==> config.mk <==
export PLATFORM = sky130hd
export DESIGN_NAME = ultrasonic_range_display_unit_flat
export DESIGN_NICKNAME = d
export VERILOG_FILES = /design/src/rtl/urd_pkg.sv /design/src/rtl/urd_ifs.sv /design/src/rtl/urd_front.sv /design/src/rtl/urd_queue.sv /design/src/rtl/urd_back.sv /design/src/rtl/ultrasonic_range_display_unit.sv /design/src/flat_wrapper.sv
export SDC_FILE = /design/constraint.sdc
export NUM_CORES = 1
export LEC_CHECK = 0
export BUFFER_PORTS_ARGS = -buffer_cell sky130_fd_sc_hd__buf_4
export CORE_ASPECT_RATIO = 0.75
export CORE_MARGIN = 2
export CORE_UTILIZATION = 36
export CTS_BUF_LIST = sky130_fd_sc_hd__clkbuf_8
export DETAILED_ROUTE_END_ITERATION = 10
export PLACE_DENSITY_LB_ADDON = 0.3
export SLEW_MARGIN = 20
export SYNTH_ARGS = -nofsm -noshare
export SYNTH_HDL_FRONTEND = slang
export SYNTH_SLANG_ARGS = --single-unit
==> constraint.sdc <==
create_clock -name clk -period 7.2 [get_ports clk]
set_input_delay 1.08 -clock clk [delete_from_list [all_inputs] [get_ports clk]]
set_output_delay 1.08 -clock clk [all_outputs]
set_load 0.02 [all_outputs]
==> src/rtl/urd_pkg.sv <==
`timescale 1ns / 1ps
// ----------------------------------------------------------------------------
// urd_pkg: shared types and constants
// Widths, register codes, reset values, display fonts and the word format
// passed from the front end to the conversion back end.
// ----------------------------------------------------------------------------
package urd_pkg;

  localparam int NUM_DIGITS  = 4;
  localparam int POS_W       = 2;
  localparam int COUNT_W     = 16;
  localparam int DIST_W      = 11;
  localparam int CFG_IDX_W   = 2;
  localparam int CFG_DATA_W  = 16;
  localparam int QUEUE_DEPTH = 2;
  localparam int QPTR_W      = $clog2(QUEUE_DEPTH);

  localparam logic [15:0] SCAN_PERIOD_RST   = 16'd2000;
  localparam logic [9:0]  TRIGGER_EVERY_RST = 10'd400;
  localparam logic [7:0]  TRIGGER_WIDTH_RST = 8'd20;

  // Reciprocal of 1000 scaled by 2^31, exact for products below 2^21.
  localparam logic [21:0] RECIP_1000 = 22'd2147484;
  localparam int          RECIP_SHIFT = 31;

  localparam logic [7:0] SEG_BLANK = 8'hff;
  localparam logic [7:0] SEG_DP_MASK = 8'h7f;

  typedef enum logic [CFG_IDX_W-1:0] {
    REG_SCAN_PERIOD   = 2'd0,
    REG_TRIGGER_EVERY = 2'd1,
    REG_TRIGGER_WIDTH = 2'd2
  } urd_reg_t;

  typedef struct packed {
    logic             trig;
    logic [POS_W-1:0] pos;
    logic             done;
  } urd_ctrl_t;

  typedef struct packed {
    urd_ctrl_t          ctrl;
    logic               over;
    logic [COUNT_W-1:0] count;
  } urd_item_t;

  function automatic logic [7:0] seg_font(input logic [3:0] digit);
    logic [7:0] pat;
    unique case (digit)
      4'd0:    pat = 8'hc0;
      4'd1:    pat = 8'hf9;
      4'd2:    pat = 8'ha4;
      4'd3:    pat = 8'hb0;
      4'd4:    pat = 8'h99;
      4'd5:    pat = 8'h92;
      4'd6:    pat = 8'h82;
      4'd7:    pat = 8'hf8;
      4'd8:    pat = 8'h80;
      4'd9:    pat = 8'h98;
      default: pat = SEG_BLANK;
    endcase
    return pat;
  endfunction

  function automatic logic [NUM_DIGITS-1:0] sel_font(input logic [POS_W-1:0] pos);
    logic [NUM_DIGITS-1:0] sel;
    unique case (pos)
      2'd0:    sel = 4'he;
      2'd1:    sel = 4'hd;
      2'd2:    sel = 4'hb;
      default: sel = 4'h7;
    endcase
    return sel;
  endfunction

endpackage

==> src/rtl/urd_ifs.sv <==
`timescale 1ns / 1ps
// ----------------------------------------------------------------------------
// urd_ifs: channel interfaces
// Valid/ready channels for the tick input, the result output and the
// configuration write port.
// ----------------------------------------------------------------------------
interface urd_in_if;
  logic valid;
  logic ready;
  logic echo;
  modport source (output valid, output echo, input ready);
  modport sink (input valid, input echo, output ready);
endinterface

interface urd_out_if;
  import urd_pkg::*;
  logic                  valid;
  logic                  ready;
  logic                  trigger;
  logic [NUM_DIGITS-1:0] digit_select;
  logic [7:0]            segments;
  logic [DIST_W-1:0]     distance;
  logic                  reading_done;
  logic                  over_range;
  modport source (output valid, output trigger, output digit_select, output segments,
                  output distance, output reading_done, output over_range, input ready);
  modport sink (input valid, input trigger, input digit_select, input segments,
                input distance, input reading_done, input over_range, output ready);
endinterface

interface urd_cfg_if;
  import urd_pkg::*;
  logic                  valid;
  logic                  ready;
  logic [CFG_IDX_W-1:0]  index;
  logic [CFG_DATA_W-1:0] data;
  modport source (output valid, output index, output data, input ready);
  modport sink (input valid, input index, input data, output ready);
endinterface

==> src/rtl/urd_front.sv <==
`timescale 1ns / 1ps
// ----------------------------------------------------------------------------
// urd_front: tick front end
// Holds the configuration registers, counts echo ticks, runs the display
// scan and trigger counters and emits one word per accepted tick.
// ----------------------------------------------------------------------------
module urd_front (
  input  logic               clk,
  input  logic               rst_n,
  urd_in_if.sink             in_ch,
  urd_cfg_if.sink            cfg_ch,
  output urd_pkg::urd_item_t item,
  output logic               item_valid,
  input  logic               item_ready
);
  import urd_pkg::*;

  logic [15:0]        scan_period_r;
  logic [9:0]         trigger_every_r;
  logic [7:0]         trigger_width_r;

  logic [COUNT_W-1:0] count_r, count_nxt;
  logic               last_r;
  logic [15:0]        div_r, div_nxt;
  logic [POS_W-1:0]   pos_r, pos_nxt;
  logic [9:0]         spacing_r, spacing_nxt;
  logic [7:0]         left_r, left_nxt;

  logic [16:0]        div_sum;
  logic [10:0]        spacing_sum;
  logic               trig;
  logic               done;
  logic               accept;

  assign cfg_ch.ready = 1'b1;
  assign in_ch.ready  = item_ready;
  assign item_valid   = in_ch.valid;
  assign accept       = in_ch.valid & item_ready;

  always_ff @(posedge clk) begin
    if (!rst_n) begin
      scan_period_r   <= SCAN_PERIOD_RST;
      trigger_every_r <= TRIGGER_EVERY_RST;
      trigger_width_r <= TRIGGER_WIDTH_RST;
    end else if (cfg_ch.valid) begin
      unique case (cfg_ch.index)
        REG_SCAN_PERIOD:   scan_period_r   <= cfg_ch.data;
        REG_TRIGGER_EVERY: trigger_every_r <= cfg_ch.data[9:0];
        REG_TRIGGER_WIDTH: trigger_width_r <= cfg_ch.data[7:0];
        default: ;
      endcase
    end
  end

  always_comb begin
    trig        = (left_r != 8'd0);
    left_nxt    = trig ? left_r - 8'd1 : left_r;
    count_nxt   = count_r;
    done        = 1'b0;
    if (in_ch.echo) begin
      if (count_r != '1) begin
        count_nxt = count_r + COUNT_W'(1);
      end
    end else if (last_r) begin
      done      = 1'b1;
      count_nxt = '0;
    end

    div_sum     = {1'b0, div_r} + 17'd1;
    spacing_sum = {1'b0, spacing_r} + 11'd1;
    pos_nxt     = pos_r;
    spacing_nxt = spacing_r;
    if (div_sum >= {1'b0, scan_period_r}) begin
      div_nxt = '0;
      pos_nxt = pos_r + POS_W'(1);
      if (spacing_sum >= {1'b0, trigger_every_r}) begin
        spacing_nxt = '0;
        left_nxt    = trigger_width_r;
      end else begin
        spacing_nxt = spacing_sum[9:0];
      end
    end else begin
      div_nxt = div_sum[15:0];
    end

    item.ctrl.trig = trig;
    item.ctrl.pos  = pos_nxt;
    item.ctrl.done = done;
    item.over      = (count_r == '1);
    item.count     = count_r;
  end

  always_ff @(posedge clk) begin
    if (!rst_n) begin
      count_r   <= '0;
      last_r    <= 1'b0;
      div_r     <= '0;
      pos_r     <= '0;
      spacing_r <= '0;
      left_r    <= '0;
    end else if (accept) begin
      count_r   <= count_nxt;
      last_r    <= in_ch.echo;
      div_r     <= div_nxt;
      pos_r     <= pos_nxt;
      spacing_r <= spacing_nxt;
      left_r    <= left_nxt;
    end
  end

endmodule

==> src/rtl/urd_queue.sv <==
`timescale 1ns / 1ps
// ----------------------------------------------------------------------------
// urd_queue: decoupling queue
// Short first-in first-out buffer of words between front and back end.
// ----------------------------------------------------------------------------
module urd_queue (
  input  logic               clk,
  input  logic               rst_n,
  input  logic               push_valid,
  output logic               push_ready,
  input  urd_pkg::urd_item_t push_item,
  output logic               pop_valid,
  input  logic               pop_ready,
  output urd_pkg::urd_item_t pop_item
);
  import urd_pkg::*;

  urd_item_t         slot_r [QUEUE_DEPTH];
  logic [QPTR_W-1:0] wr_ptr_r;
  logic [QPTR_W-1:0] rd_ptr_r;
  logic [QPTR_W:0]   fill_r;
  logic              push;
  logic              pop;

  assign push_ready = (fill_r != (QPTR_W+1)'(QUEUE_DEPTH));
  assign pop_valid  = (fill_r != '0);
  assign push       = push_valid & push_ready;
  assign pop        = pop_valid & pop_ready;
  assign pop_item   = slot_r[rd_ptr_r];

  always_ff @(posedge clk) begin
    if (push) begin
      slot_r[wr_ptr_r] <= push_item;
    end
  end

  always_ff @(posedge clk) begin
    if (!rst_n) begin
      wr_ptr_r <= '0;
      rd_ptr_r <= '0;
      fill_r   <= '0;
    end else begin
      if (push) begin
        wr_ptr_r <= wr_ptr_r + QPTR_W'(1);
      end
      if (pop) begin
        rd_ptr_r <= rd_ptr_r + QPTR_W'(1);
      end
      if (push && !pop) begin
        fill_r <= fill_r + (QPTR_W+1)'(1);
      end else if (pop && !push) begin
        fill_r <= fill_r - (QPTR_W+1)'(1);
      end
    end
  end

endmodule

==> src/rtl/urd_back.sv <==
`timescale 1ns / 1ps
// ----------------------------------------------------------------------------
// urd_back: conversion and display back end
// Five-stage pipeline turning an echo count into distance and three digits,
// then an output register that holds the latest reading and drives the word.
// ----------------------------------------------------------------------------
module urd_back (
  input  logic               clk,
  input  logic               rst_n,
  input  logic               item_valid,
  output logic               item_ready,
  input  urd_pkg::urd_item_t item,
  urd_out_if.source          out_ch
);
  import urd_pkg::*;

  logic              advance;

  logic              v1_r, v2_r, v3_r, v4_r, v5_r;
  urd_ctrl_t         c1_r, c2_r, c3_r, c4_r, c5_r;
  logic              o1_r, o2_r, o3_r, o4_r, o5_r;
  logic [20:0]       p1_r;
  logic [DIST_W-1:0] d2_r, d3_r, d4_r, d5_r;
  logic [9:0]        r3_r;
  logic [3:0]        h3_r, h4_r, h5_r;
  logic [6:0]        rem4_r;
  logic [3:0]        t5_r, u5_r;

  logic [42:0]       prod2;
  logic [9:0]        r3_nxt;
  logic [15:0]       hprod3;
  logic [9:0]        diff4;
  logic [14:0]       tprod5;
  logic [3:0]        t5_nxt;
  logic [6:0]        u5_wide;

  logic              out_valid_r;
  logic              trig_r;
  logic [NUM_DIGITS-1:0] sel_r;
  logic [7:0]        seg_r;
  logic              done_r;
  logic [DIST_W-1:0] dist_held_r, dist_held_nxt;
  logic              over_held_r, over_held_nxt;
  logic [3:0]        units_r, units_nxt;
  logic [3:0]        tens_r, tens_nxt;
  logic [3:0]        hund_r, hund_nxt;
  logic [7:0]        seg_nxt;

  assign advance    = !out_valid_r || out_ch.ready;
  assign item_ready = advance;

  always_comb begin
    prod2   = {22'd0, p1_r} * {21'd0, RECIP_1000};
    r3_nxt  = (d2_r >= 11'd1000) ? 10'(d2_r - 11'd1000) : d2_r[9:0];
    hprod3  = {6'd0, r3_nxt} * 16'd41;
    diff4   = r3_r - 10'(h3_r * 7'd100);
    tprod5  = {8'd0, rem4_r} * 15'd205;
    t5_nxt  = tprod5[14:11];
    u5_wide = rem4_r - 7'(t5_nxt * 4'd10);
  end

  always_ff @(posedge clk) begin
    if (advance) begin
      c1_r   <= item.ctrl;
      o1_r   <= item.over;
      p1_r   <= {5'd0, item.count} * 21'd17;
      c2_r   <= c1_r;
      o2_r   <= o1_r;
      d2_r   <= prod2[RECIP_SHIFT+DIST_W-1:RECIP_SHIFT];
      c3_r   <= c2_r;
      o3_r   <= o2_r;
      d3_r   <= d2_r;
      r3_r   <= r3_nxt;
      h3_r   <= hprod3[15:12];
      c4_r   <= c3_r;
      o4_r   <= o3_r;
      d4_r   <= d3_r;
      h4_r   <= h3_r;
      rem4_r <= diff4[6:0];
      c5_r   <= c4_r;
      o5_r   <= o4_r;
      d5_r   <= d4_r;
      h5_r   <= h4_r;
      t5_r   <= t5_nxt;
      u5_r   <= u5_wide[3:0];
    end
  end

  always_comb begin
    dist_held_nxt = dist_held_r;
    over_held_nxt = over_held_r;
    units_nxt     = units_r;
    tens_nxt      = tens_r;
    hund_nxt      = hund_r;
    if (c5_r.done) begin
      dist_held_nxt = d5_r;
      over_held_nxt = o5_r;
      units_nxt     = u5_r;
      tens_nxt      = t5_r;
      hund_nxt      = h5_r;
    end
    unique case (c5_r.pos)
      2'd0:    seg_nxt = seg_font(units_nxt);
      2'd1:    seg_nxt = seg_font(tens_nxt);
      2'd2:    seg_nxt = seg_font(hund_nxt) & SEG_DP_MASK;
      default: seg_nxt = SEG_BLANK;
    endcase
  end

  always_ff @(posedge clk) begin
    if (!rst_n) begin
      v1_r        <= 1'b0;
      v2_r        <= 1'b0;
      v3_r        <= 1'b0;
      v4_r        <= 1'b0;
      v5_r        <= 1'b0;
      out_valid_r <= 1'b0;
      dist_held_r <= '0;
      over_held_r <= 1'b0;
      units_r     <= '0;
      tens_r      <= '0;
      hund_r      <= '0;
    end else if (advance) begin
      v1_r        <= item_valid;
      v2_r        <= v1_r;
      v3_r        <= v2_r;
      v4_r        <= v3_r;
      v5_r        <= v4_r;
      out_valid_r <= v5_r;
      if (v5_r) begin
        dist_held_r <= dist_held_nxt;
        over_held_r <= over_held_nxt;
        units_r     <= units_nxt;
        tens_r      <= tens_nxt;
        hund_r      <= hund_nxt;
      end
    end
  end

  always_ff @(posedge clk) begin
    if (advance && v5_r) begin
      trig_r <= c5_r.trig;
      sel_r  <= sel_font(c5_r.pos);
      seg_r  <= seg_nxt;
      done_r <= c5_r.done;
    end
  end

  assign out_ch.valid        = out_valid_r;
  assign out_ch.trigger      = trig_r;
  assign out_ch.digit_select = sel_r;
  assign out_ch.segments     = seg_r;
  assign out_ch.distance     = dist_held_r;
  assign out_ch.reading_done = done_r;
  assign out_ch.over_range   = over_held_r;

endmodule

==> src/rtl/ultrasonic_range_display_unit.sv <==
`timescale 1ns / 1ps
// ----------------------------------------------------------------------------
// ultrasonic_range_display_unit: ultrasonic ranging controller with display
// Counts echo ticks, converts each echo pulse to distance and digits, and
// drives a multiplexed seven-segment display and the ranging trigger.
// ----------------------------------------------------------------------------
// Usage:
// Each word on in_ch is one microsecond tick carrying the sampled echo level.
// Every accepted tick yields exactly one word on out_ch, in order, with the
// trigger level, digit enables, segment pattern and the latest reading.
// cfg_ch writes scan_period, trigger_every and trigger_width by index; it is
// always ready. It must be written only while the block is idle; the block
// itself does not enforce this. Each tick's result word passes through the
// decoupling queue and five conversion stages, then the output register.
// Throughput is one tick per cycle while the receiver does not stall; the
// front-end counters update once per accepted tick.
// Reset loads the register defaults and clears all counters, the held
// reading and the digits; no output word is pending after reset.
// When the receiver stalls, the output word holds, the conversion pipeline
// freezes and the two-entry queue absorbs ticks until in_ch.ready drops.
// ----------------------------------------------------------------------------
module ultrasonic_range_display_unit (
  input logic       clk,
  input logic       rst_n,
  urd_in_if.sink    in_ch,
  urd_out_if.source out_ch,
  urd_cfg_if.sink   cfg_ch
);
  import urd_pkg::*;

  urd_item_t front_item;
  logic      front_valid;
  logic      front_ready;
  urd_item_t back_item;
  logic      back_valid;
  logic      back_ready;

  urd_front u_front (
    .clk        (clk),
    .rst_n      (rst_n),
    .in_ch      (in_ch),
    .cfg_ch     (cfg_ch),
    .item       (front_item),
    .item_valid (front_valid),
    .item_ready (front_ready)
  );

  urd_queue u_queue (
    .clk        (clk),
    .rst_n      (rst_n),
    .push_valid (front_valid),
    .push_ready (front_ready),
    .push_item  (front_item),
    .pop_valid  (back_valid),
    .pop_ready  (back_ready),
    .pop_item   (back_item)
  );

  urd_back u_back (
    .clk        (clk),
    .rst_n      (rst_n),
    .item_valid (back_valid),
    .item_ready (back_ready),
    .item       (back_item),
    .out_ch     (out_ch)
  );

endmodule

==> src/flat_wrapper.sv <==
// flat-port wrapper written by rule: the top's interface ports become plain ports
module ultrasonic_range_display_unit_flat import urd_pkg::*;
  (clk, rst_n, in_ch_valid, in_ch_echo, in_ch_ready, out_ch_valid, out_ch_trigger, out_ch_digit_select, out_ch_segments, out_ch_distance, out_ch_reading_done, out_ch_over_range, out_ch_ready, cfg_ch_valid, cfg_ch_index, cfg_ch_data, cfg_ch_ready);
  urd_in_if in_ch_i ();
  urd_out_if out_ch_i ();
  urd_cfg_if cfg_ch_i ();
  input logic clk;
  input logic rst_n;
  input wire logic [$bits(in_ch_i.valid)-1:0] in_ch_valid;
  input wire logic [$bits(in_ch_i.echo)-1:0] in_ch_echo;
  output wire logic [$bits(in_ch_i.ready)-1:0] in_ch_ready;
  output wire logic [$bits(out_ch_i.valid)-1:0] out_ch_valid;
  output wire logic [$bits(out_ch_i.trigger)-1:0] out_ch_trigger;
  output wire logic [$bits(out_ch_i.digit_select)-1:0] out_ch_digit_select;
  output wire logic [$bits(out_ch_i.segments)-1:0] out_ch_segments;
  output wire logic [$bits(out_ch_i.distance)-1:0] out_ch_distance;
  output wire logic [$bits(out_ch_i.reading_done)-1:0] out_ch_reading_done;
  output wire logic [$bits(out_ch_i.over_range)-1:0] out_ch_over_range;
  input wire logic [$bits(out_ch_i.ready)-1:0] out_ch_ready;
  input wire logic [$bits(cfg_ch_i.valid)-1:0] cfg_ch_valid;
  input wire logic [$bits(cfg_ch_i.index)-1:0] cfg_ch_index;
  input wire logic [$bits(cfg_ch_i.data)-1:0] cfg_ch_data;
  output wire logic [$bits(cfg_ch_i.ready)-1:0] cfg_ch_ready;
  assign in_ch_i.valid = in_ch_valid;
  assign in_ch_i.echo = in_ch_echo;
  assign in_ch_ready = in_ch_i.ready;
  assign out_ch_valid = out_ch_i.valid;
  assign out_ch_trigger = out_ch_i.trigger;
  assign out_ch_digit_select = out_ch_i.digit_select;
  assign out_ch_segments = out_ch_i.segments;
  assign out_ch_distance = out_ch_i.distance;
  assign out_ch_reading_done = out_ch_i.reading_done;
  assign out_ch_over_range = out_ch_i.over_range;
  assign out_ch_i.ready = out_ch_ready;
  assign cfg_ch_i.valid = cfg_ch_valid;
  assign cfg_ch_i.index = cfg_ch_index;
  assign cfg_ch_i.data = cfg_ch_data;
  assign cfg_ch_ready = cfg_ch_i.ready;
  ultrasonic_range_display_unit u_core (.clk(clk), .rst_n(rst_n), .in_ch(in_ch_i), .out_ch(out_ch_i), .cfg_ch(cfg_ch_i));
endmodule
=== Word level (Yosys, flattened, before mapping) ===
Memory sizes are Yosys's and may differ from the RTL's. A register that Yosys moved wholly into a read port is not among the register bits.
Index checks and enable logic that the tools add are counted.

* Register bits: 259
* Memory bits (writable): 42
* ROM bits: 336
* Input port bits: 24
* Output and inout bits: 29
* Logic and storage cells: 137
* Memories kept: 4

* Add/subtract/negate cells: 12
* Multipliers: 6
* $lt $le $gt $ge: 3
* Eq/ne operators: 8
* Multiplexer cells: 23
* Bitwise logic cells: 2
* Reductions and logical operators: 20

{| class="wikitable"
|+ Memory list
! memory !! depth !! bits a word !! rd ports !! clocked after memory_dff !! wr ports !! RTL line !! text
|-
| (no name shown) || 16 || 7 || 1 || 0 || 0 || urd_pkg.sv:49 || <nowiki>unique case (digit)</nowiki>
|-
| (no name shown) || 16 || 7 || 1 || 0 || 0 || urd_pkg.sv:49 ||
|-
| (no name shown) || 16 || 7 || 1 || 0 || 0 || urd_pkg.sv:49 ||
|-
| u_core.u_queue.slot_r || 2 || 21 || 1 || 1 || 1 || urd_queue.sv:18 || <nowiki>urd_item_t slot_r [QUEUE_DEPTH];</nowiki>
|}

{| class="wikitable"
|+ Operator list
! kind !! number
|-
| 2-to-1 mux 16 bit || 4
|-
| multiplier 21 x 20 -> 40 bit (second input constant) || 1
|-
| 2-to-1 mux 8 bit || 3
|-
| case mux 8 bit (3 select lines) || 1
|-
| multiplier 16 x 5 -> 21 bit (second input constant) || 1
|-
| 2-to-1 mux 10 bit || 2
|-
| adder 16 x 1 -> 17 bit (second input constant) || 1
|-
| greater-or-equal comparator 17 x 16 -> 1 bit || 1
|-
| adder 16 x 1 -> 16 bit (second input constant) || 1
|-
| == test 16 bit (second input constant) || 1
|-
| multiplier 10 x 6 -> 16 bit (second input constant) || 1
|-
| != test 16 bit (second input constant) || 1
|-
| multiplier 7 x 8 -> 15 bit (second input constant) || 1
|-
| 2-to-1 mux 4 bit || 3
|-
| case mux 4 bit (3 select lines) || 1
|-
| adder 10 x 1 -> 11 bit (second input constant) || 1
|-
| greater-or-equal comparator 11 x 10 -> 1 bit || 1
|-
| greater-or-equal comparator 11 x 10 -> 1 bit (second input constant) || 1
|-
| AND reduction 2 bit || 5
|-
| subtractor 10 bit (second input constant) || 1
|-
| nonzero test 8 bit || 1
|-
| subtractor 8 x 1 -> 8 bit (second input constant) || 1
|-
| subtractor 7 bit || 1
|-
| 2-to-1 mux 1 bit || 6
|-
| 18 further kinds || 33
|}

=== Depth between registers and ports, before layout ===
Gate-level depths: netlist of the first run.

* Depth in word-level cells: 6
* Depth in mapped cells: 20

=== Modules after synthesis ===
A second synthesis of the first run with hierarchy kept.

* Cells, all modules: 1974
* Area, all modules: 20837.5 um^2

{| class="wikitable"
|+ By module, submodules not included
! module !! instances !! cells each !! area an instance (um^2) !! seq. area each (um^2)
|-
| urd_back || 1 || 1279 || 14216.1 || 4534.3
|-
| urd_front || 1 || 606 || 4870.9 || 1741.7
|-
| urd_queue || 1 || 89 || 1750.4 || 1361.3
|}

=== Worst setup path after synthesis of the first run ===
Ideal clock, no wire load.

* Path kind: reg-to-reg
* Start: register u_core.u_back.p1_r[7]
* End: register u_core.u_back.d2_r[7], data pin
* Data arrival time: 5492 ps
* Setup slack: 1446 ps
* Cell stages (with the launch flop): 21
* Period minus slack after synthesis: 5754 ps
* Path through: edfxtp_1 -> ha_1 -> ha_1 -> fa_1 -> inv_1 -> fa_1 -> inv_1 -> fa_1 -> fa_1 -> inv_1 -> fa_1 -> inv_1 -> ha_1 -> a21oi_1 -> o21ai_0 -> a221o_1 -> a2111oi_2 -> o31ai_1 -> a21oi_1 -> o21bai_1 -> xor2_1

* Longest elaborated chain between the ends: 1

{| class="wikitable"
|+ Ends and longest elaborated chain
! element !! RTL line !! text
|-
| from (decl) || urd_back.sv:22 || <nowiki>logic [20:0] p1_r;</nowiki>
|-
| from (signal assigned) || urd_back.sv:66 || <nowiki>p1_r <= {5'd0, item.count} * 21'd17;</nowiki>
|-
| multiplier 21 x 20 -> 40 bit || urd_back.sv:53 || <nowiki>prod2 = {22'd0, p1_r} * {21'd0, RECIP_1000};</nowiki>
|-
| net u_core.u_back.prod2[38] || urd_back.sv:29 || <nowiki>logic [42:0] prod2;</nowiki>
|-
| to (signal assigned) || urd_back.sv:69 || <nowiki>d2_r <= prod2[RECIP_SHIFT+DIST_W-1:RECIP_SHIFT];</nowiki>
|-
| to (decl) || urd_back.sv:23 || <nowiki>logic [DIST_W-1:0] d2_r, d3_r, d4_r, d5_r;</nowiki>
|}

The timed path passes the listed nets, and every way through them passes these cells.
A chain may end at the register's enable or synchronous reset.

=== Final worst setup path of the first run ===
Ends and elaborated chain as after synthesis.

==> results of run 1 <==
-- area by class of cell --
class / count / share of cell area [%]
clock buffer: 58 / 3.513
clock inverter: 35 / 0.8039
multi-input combinational: 1288 / 51.26
inverter: 292 / 4.835
tap: 731 / 4.025
sequential: 295 / 33.61
timing repair buffer: 59 / 1.949
-- registers in the layout, summed over array words and instances (netlist names), 5 cells and up, named ones only --
signal and flops:
u_core.u_back.d5_r 11, u_core.u_front.count_r 16, u_core.u_front.left_r 8, u_core.u_back.rem4_r 5, u_core.u_back.d2_r 11, u_core.u_back.d3_r 11
u_core.u_front.spacing_r 10, u_core.u_front.div_r 16, u_core.u_back.d4_r 11, u_core.u_queue.slot_r 42, u_core.u_back.out_ch.distance 11, u_core.u_back.p1_r 21
u_core.u_front.trigger_width_r 8, u_core.u_back.out_ch.segments 7, u_core.u_front.trigger_every_r 10, u_core.u_front.scan_period_r 16
-- worst max-delay path by stage --
| stage | start | end | slack [ps] |
|---|---|---|---|
| floorplan | u_core.u_back.p1_r[7] | u_core.u_back.d2_r[7] | 1450 |
| global placement | u_core.u_back.p1_r[7] | u_core.u_back.d2_r[7] | 1060 |
| detailed placement | u_core.u_back.p1_r[7] | u_core.u_back.d2_r[7] | 1020 |
| CTS | u_core.u_back.p1_r[7] | u_core.u_back.d2_r[7] | 1020 |
| global route | u_core.u_back.p1_r[7] | u_core.u_back.d2_r[7] | 710 |
| finish | u_core.u_back.p1_r[7] | u_core.u_back.d2_r[7] | 1040 |
-- synth_stat cells, types with 5 or more instances --
| master | number |
|---|---|
| ha_1 | 322 |
| inv_1 | 292 |
| edfxtp_1 | 173 |
| nand2_1 | 149 |
| dfxtp_1 | 122 |
| fa_1 | 106 |
| nor2_1 | 73 |
| a21oi_1 | 72 |
| xnor2_1 | 54 |
| o21ai_0 | 47 |
| a21boi_0 | 42 |
| nor2b_1 | 31 |
| xor2_1 | 30 |
| nor3_1 | 29 |
| mux2_2 | 28 |
| mux2i_1 | 27 |
| clkbuf_1 | 26 |
| nand3_1 | 26 |
| o21a_1 | 26 |
| a21o_1 | 24 |
| nand4_1 | 19 |
| and3_1 | 16 |
| o211ai_1 | 13 |
| nand3b_1 | 11 |
| o211a_1 | 11 |
| a31oi_1 | 10 |
| and2_1 | 10 |
| or3_1 | 9 |
| nand2b_1 | 8 |
| buf_1 | 6 |
| o221ai_1 | 6 |
| a211oi_1 | 5 |
| o22ai_1 | 5 |
-- per-stage QoR --
| step | instances | hold WS, ps | instance area [um^2] | worst slack [ps] |
|---|---|---|---|---|
| after floorplan | 1915 | 400.3 | 20540 | 1446 |
| after global placement | 2665 | 401.6 | 21730 | 1065 |
| after detailed placement | 2665 | 404.5 | 21730 | 1019 |
| after CTS | 2758 | 402.4 | 22720 | 1022 |
| after global routing | 2758 | 417.6 | 22720 | 713.7 |
| final | 2758 | 409.4 | 22720 | 1040 |
-- cells by family (layout without fill, tap and decap cells) --
logic type / count (synthesis) / count (layout) / synth area share, %
compound gates: 310 / 310 / 10.35
xor+xnor: 84 / 84 / 3.581
buf+inv: 332 / 444 / 6.200
mux: 56 / 56 / 2.905
flops: 295 / 295 / 37.17
simple gates: 409 / 409 / 9.836
other cells: 1 / 1 / 0.01825
fa+ha+maj: 428 / 428 / 29.94
-- per-layer routing --
layer	wire (um)	vias up	global-route usage [%]
met3	1891	65	2.843
met2	18540	251	22.55
met5	0	-	0
met1	22190	6657	21.85
li1	-	6779	-
met4	710	0	3.467
==> flow_summary.yaml, run 1 <==
detailed_routing:
  drt-initial-drc-count: 790
  routed_wl_mm: 43.33
  drt_pass1_iterations: 5
  num_vias: 13750
  routedWlPerCell_um: 15.71
  drc: 0
  ant_nets: 0
  vias_per_cell: 4.986
clock_network:
  cts_resized: 0
  cts-htree-levels: 2
  numCtsBuffers: 50
  cts.sink_count: 295
  clkTransAtPathRegs_ps: 70
  insertion_delay_ps: 620
  cts_tree: "built"
  holdBufCountCts: 0
  post_cts_buffers: 0
  ctsRootBufferMaster: "clkbuf_8"
  clockBufferDepth: 3
yosys:
  ys_seq_area_share_pct: 37.17
  ys_async_sr_fraction_pct: 0
  yosys-top-cells-area: "edfxtp_1, ha_1, dfxtp_1"
  ys_types: 78
  syn_avg_cell_area_um2: 10.73
  ys_seq_elements: 295
  yosysWarnings: 0
  yosysTopAreaCell: "edfxtp_1"
  synth.net_count: 2367
  yosysTopAreaCellShare_pct: 25.29
  syn_area_um2: 20540
  synth_edf_count: 173
  ys.flop_type: "edfxtp_1"
  synthCells: 1915
critical_path:
  cp.depth: 20
  worst_setup_path_end_kind: "flop"
  worstReg2RegEnd: "u_core.u_back.d2_r[7]"
  cp_data_arrival_time_ps: 6510
  required_ps: 7550
  path_buf_inv: 4
  critPathKind: "reg2reg"
  r2r_slack_ps: 1040
  start_kind: "flop"
  r2r_start: "u_core.u_back.p1_r[7]"
  cp_cell_sequence: "ha_1 > ha_1 > fa_1 > inv_1 > fa_1 > inv_1 > fa_1 > fa_1 > inv_1 > fa_1 > inv_1 > ha_1 > a21oi_1 > o21ai_0 > a221o_1 > a2111oi_2 > o31ai_1 > a21oi_1 > o21bai_1 > xor2_1"
  critPathTopFamily: "adder cells"
  path_max_fanout: 6
  crit_path_frequent_cell: "fa_1"
  rr_worst_depth: 20
  critPathSlowestCell: "fa_1"
  slowest_delay_ps: 540
sta:
  fin_crit_ps: 6160
  finalHoldViolCount: 0
  min_period_over_period_pct: 85.56
  clock.fmax_mhz: 162.3
  worst_pin_slew_ps: 910.6
  fin_setup_tns_ps: 0
  slew_violations: 0
  grt_setup_unrepaired: "false"
  setup_violations: 0
  fin_skew_ps: 20.26
  maxSlewHeadroom_pct: 39.30
finish:
  area_growth_pct: 10.60
  multi_input_area_um2: 11650
  n_antenna_cell: 0
  final_common_cell: "ha_1"
  fin_nets: 2438
  fin_util_pct: 40.43
  final_cell_mix: "ha_1, inv_1, edfxtp_1, nand2_1, dfxtp_1"
  nFillCells: 5397
  drive_gt1_share_pct: 9.028
  seq_area_um2: 7637
global_route:
  antenna_found_initial: 0
  grt_usage_pct: 14.87
  grt-ovfl-total: 0
  grt_pass1_wl_mm: 70.94
  grt_max_degree: 68
  grt_pass1_vias: 13640
worst_hold_path:
  hold_class: "reg2reg"
  hp-start: "u_core.u_back.o1_r"
  holdPathStages: 0
  hold_end: "u_core.u_back.o2_r"
job:
  drv_cap: 0
run_status:
  status: "completed"
placement:
  portBuffers: 51
  hpwl_mm: 33.44
  gp_congestion: 0.9182
floorplanning:
  row_count: 75
  core_area_um2: 56210
  fp.dieH_um: 210.9
  die-area_um2: 59020
  die_x_um: 279.8
  io_pins: 53
  initial_core_util_pct: 36.55
Power of run 1 is left out: the tool's default activity adds up to more than one toggle a clock period on the data nets, which glitch-free logic cannot reach.
==> run 2, diff against run 1 <==
--- a/config.mk
+++ b/config.mk
@@ -5,6 +5,7 @@
 export SDC_FILE = /design/constraint.sdc
 export NUM_CORES = 1
 export LEC_CHECK = 0
+export ABC_AREA = 1
 export BUFFER_PORTS_ARGS = -buffer_cell sky130_fd_sc_hd__buf_4
 export CORE_ASPECT_RATIO = 0.75
 export CORE_MARGIN = 2
@@ -12,6 +13,7 @@
 export CTS_BUF_LIST = sky130_fd_sc_hd__clkbuf_8
 export DETAILED_ROUTE_END_ITERATION = 10
 export PLACE_DENSITY_LB_ADDON = 0.3
+export SKIP_LAST_GASP = 1
 export SLEW_MARGIN = 20
 export SYNTH_ARGS = -nofsm -noshare
 export SYNTH_HDL_FRONTEND = slang
==> run 2 against run 1 <==
  * Register-to-register slack better by 600 ps
  * Non-clock buffer count shrank 2
  * Synthesized cell count is 25% higher
  * Final cell count is 19% higher
  * Critical path depth down 1
  * Via count rose by 16%
  * Count of clock-buffer cells in the layout is 8 lower
  * Sequential share of layout area is 1.4 points lower
  * Design area is 4.5% higher
  * Largest cell class unchanged
  * Critical path type unchanged
==> flow_summary.yaml, run 2 <==
run_status:
  status: "completed"
yosys:
  synth.net_count: 2843
  synth_edf_count: 173
  synthCells: 2391
  yosysTopAreaCellShare_pct: 24.06
  syn_area_um2: 21590
  yosysMostFrequentCell: "inv_1"
  ys_seq_elements: 295
  ys_seq_area_share_pct: 35.37
  yosysWarnings: 0
  ys_types: 56
  yosysTopAreaCell: "edfxtp_1"
  ys_async_sr_fraction_pct: 0
  yosys-top-cells-area: "edfxtp_1, ha_1, dfxtp_1"
  ys.flop_type: "edfxtp_1"
  syn_avg_cell_area_um2: 9.031
  synth_common_cells: "inv_1, nand2_1, ha_1, nor2_1, edfxtp_1"
clock_network:
  insertion_delay_ps: 600
  ctsRootBufferMaster: "clkbuf_8"
  post_cts_buffers: 0
  cts-htree-levels: 2
  cts.sink_count: 295
  cts_resized: 0
  clockBufferDepth: 3
  numCtsBuffers: 48
  cts_tree: "built"
  holdBufCountCts: 0
  clkTransAtPathRegs_ps: 60
finish:
  fin_cells: 3295
  regMostFlops: "u_core.u_queue.slot_r"
  area_growth_pct: 9.990
  fin_nets: 2916
  final_cell_mix: "inv_1, nand2_1, ha_1, nor2_1, edfxtp_1"
  reg_top3: "u_core.u_queue.slot_r x42, u_core.u_back.p1_r x21"
  drive_gt1_share_pct: 7.668
  final_common_cell: "inv_1"
  largest_register_ffs: 42
detailed_routing:
  vias_per_cell: 4.830
  drt-initial-drc-count: 1168
  drc: 0
  routedWlPerCell_um: 15.18
  drt_pass1_iterations: 5
  routed_wl_mm: 50.02
  num_vias: 15920
  ant_nets: 0
critical_path:
  path_max_fanout: 6
  cp_cell_sequence: "ha_1 > ha_1 > fa_1 > inv_1 > fa_1 > inv_1 > fa_1 > fa_1 > inv_1 > fa_1 > inv_1 > ha_1 > nand2_1 > nor2_1 > inv_1 > nor4_1 > nand3b_1 > nand4_1 > nand2_1"
  slowest_delay_ps: 540
  start_kind: "flop"
  required_ps: 7550
  worst_setup_path_end_kind: "flop"
  path_buf_inv: 5
  critPathKind: "reg2reg"
  critPathTopFamily: "adder cells"
  critPathSlowestCell: "fa_1"
  cp_data_arrival_time_ps: 5910
sta:
  maxSlewHeadroom_pct: 36.28
  layout_setup_ws_ps: 1640
  finalHoldViolCount: 0
  worst_pin_slew_ps: 955.8
  fin_crit_ps: 5560
  setup_violations: 0
  grt_setup_unrepaired: "false"
  fin_setup_tns_ps: 0
  slew_violations: 0
  clock.fmax_mhz: 179.9
  fin_skew_ps: 40.16
  min_period_over_period_pct: 77.22
global_route:
  grt_usage_pct: 16.27
  antenna_found_initial: 1
  grt_pass1_vias: 15270
  grt-ovfl-total: 0
  grt_pass1_wl_mm: 80.88
  grt_max_degree: 78
floorplanning:
  die-area_um2: 61980
  initial_core_util_pct: 36.50
  io_pins: 53
  die_x_um: 286.8
  fp.dieH_um: 216.1
  row_count: 77
  core_area_um2: 59150
job:
  drv_cap: 0
placement:
  portBuffers: 51
  place_inst: 3204
  hpwl_mm: 40.46
  dp_slack_ps: 1658
  gp_congestion: 0.9662
worst_hold_path:
  hold_class: "reg2reg"
## run 2: logic make-up after synthesis
family | synth area share, %
AND/OR/NAND/NOR | 14.32
AO/OA/AOI/OAI | 9.358
XOR/XNOR | 2.718
other | 0.01737
multiplexers | 0.9909
buffers and inverters | 8.744
flip-flops | 35.37
adder cells (fa/ha/maj) | 28.49
## run 2: final timing paths
| check | start | end | slack [ps] | cells past startpoint |
|---|---|---|---|---|
| setup / recovery | u_core.u_back.p1_r[7] | u_core.u_back.d2_r[6] | 1640 | 19 |
| hold / removal | u_core.u_back.c2_r[2] | u_core.u_back.c3_r[2] | 390 | 0 |
| setup reg to reg | u_core.u_back.p1_r[7] | u_core.u_back.d2_r[6] | 1640 | 19 |
| hold reg to reg | u_core.u_back.c2_r[2] | u_core.u_back.c3_r[2] | 390 | 0 |
## run 2: area by class of cell
cell class | count | area, um^2
Sequential cell | 295 | 7639
Multi-Input combinational cell | 1605 | 12080
Antenna cell | 1 | 2.502
Fill cell | 5890 | 35400
Tap cell | 790 | 988.4
Clock buffer | 50 | 688.2
Inverter | 457 | 1723
Clock inverter | 40 | 203.9
Timing Repair Buffer | 57 | 427.9
## run 2: metal layers
layer	part of all wire [%]	GRT usage [%]	vias up	wire, um
met3	6.7	3.684	58	3354
met2	40	22.59	364	19860
li1	-	-	8012	-
met5	0	0	-	0
met1	52	25.64	7481	26210
met4	1.2	2.760	0	597
## run 2: worst register-to-register path: stages (launching register included)
cell and delay (ps):
edfxtp_1 530, ha_1 340, ha_1 250, fa_1 540, inv_1 50, fa_1 470, inv_1 50, fa_1 510
fa_1 540, inv_1 50, fa_1 500, inv_1 40, ha_1 310, nand2_1 90, nor2_1 150, inv_1 90
nor4_1 460, nand3b_1 170, nand4_1 130, nand2_1 70
## run 2: per-stage QoR
stage	cell area (um^2)	hold slack [ps]	util [%]
after floorplan	21590	400.3	-
after global placement	22850	401.0	38.63
after detailed placement	22850	404.5	38.64
after CTS	23750	378.5	40.14
after global routing	23750	398.1	40.15
final	23750	389.0	40.15
Power of run 2 is left out for the same reason.
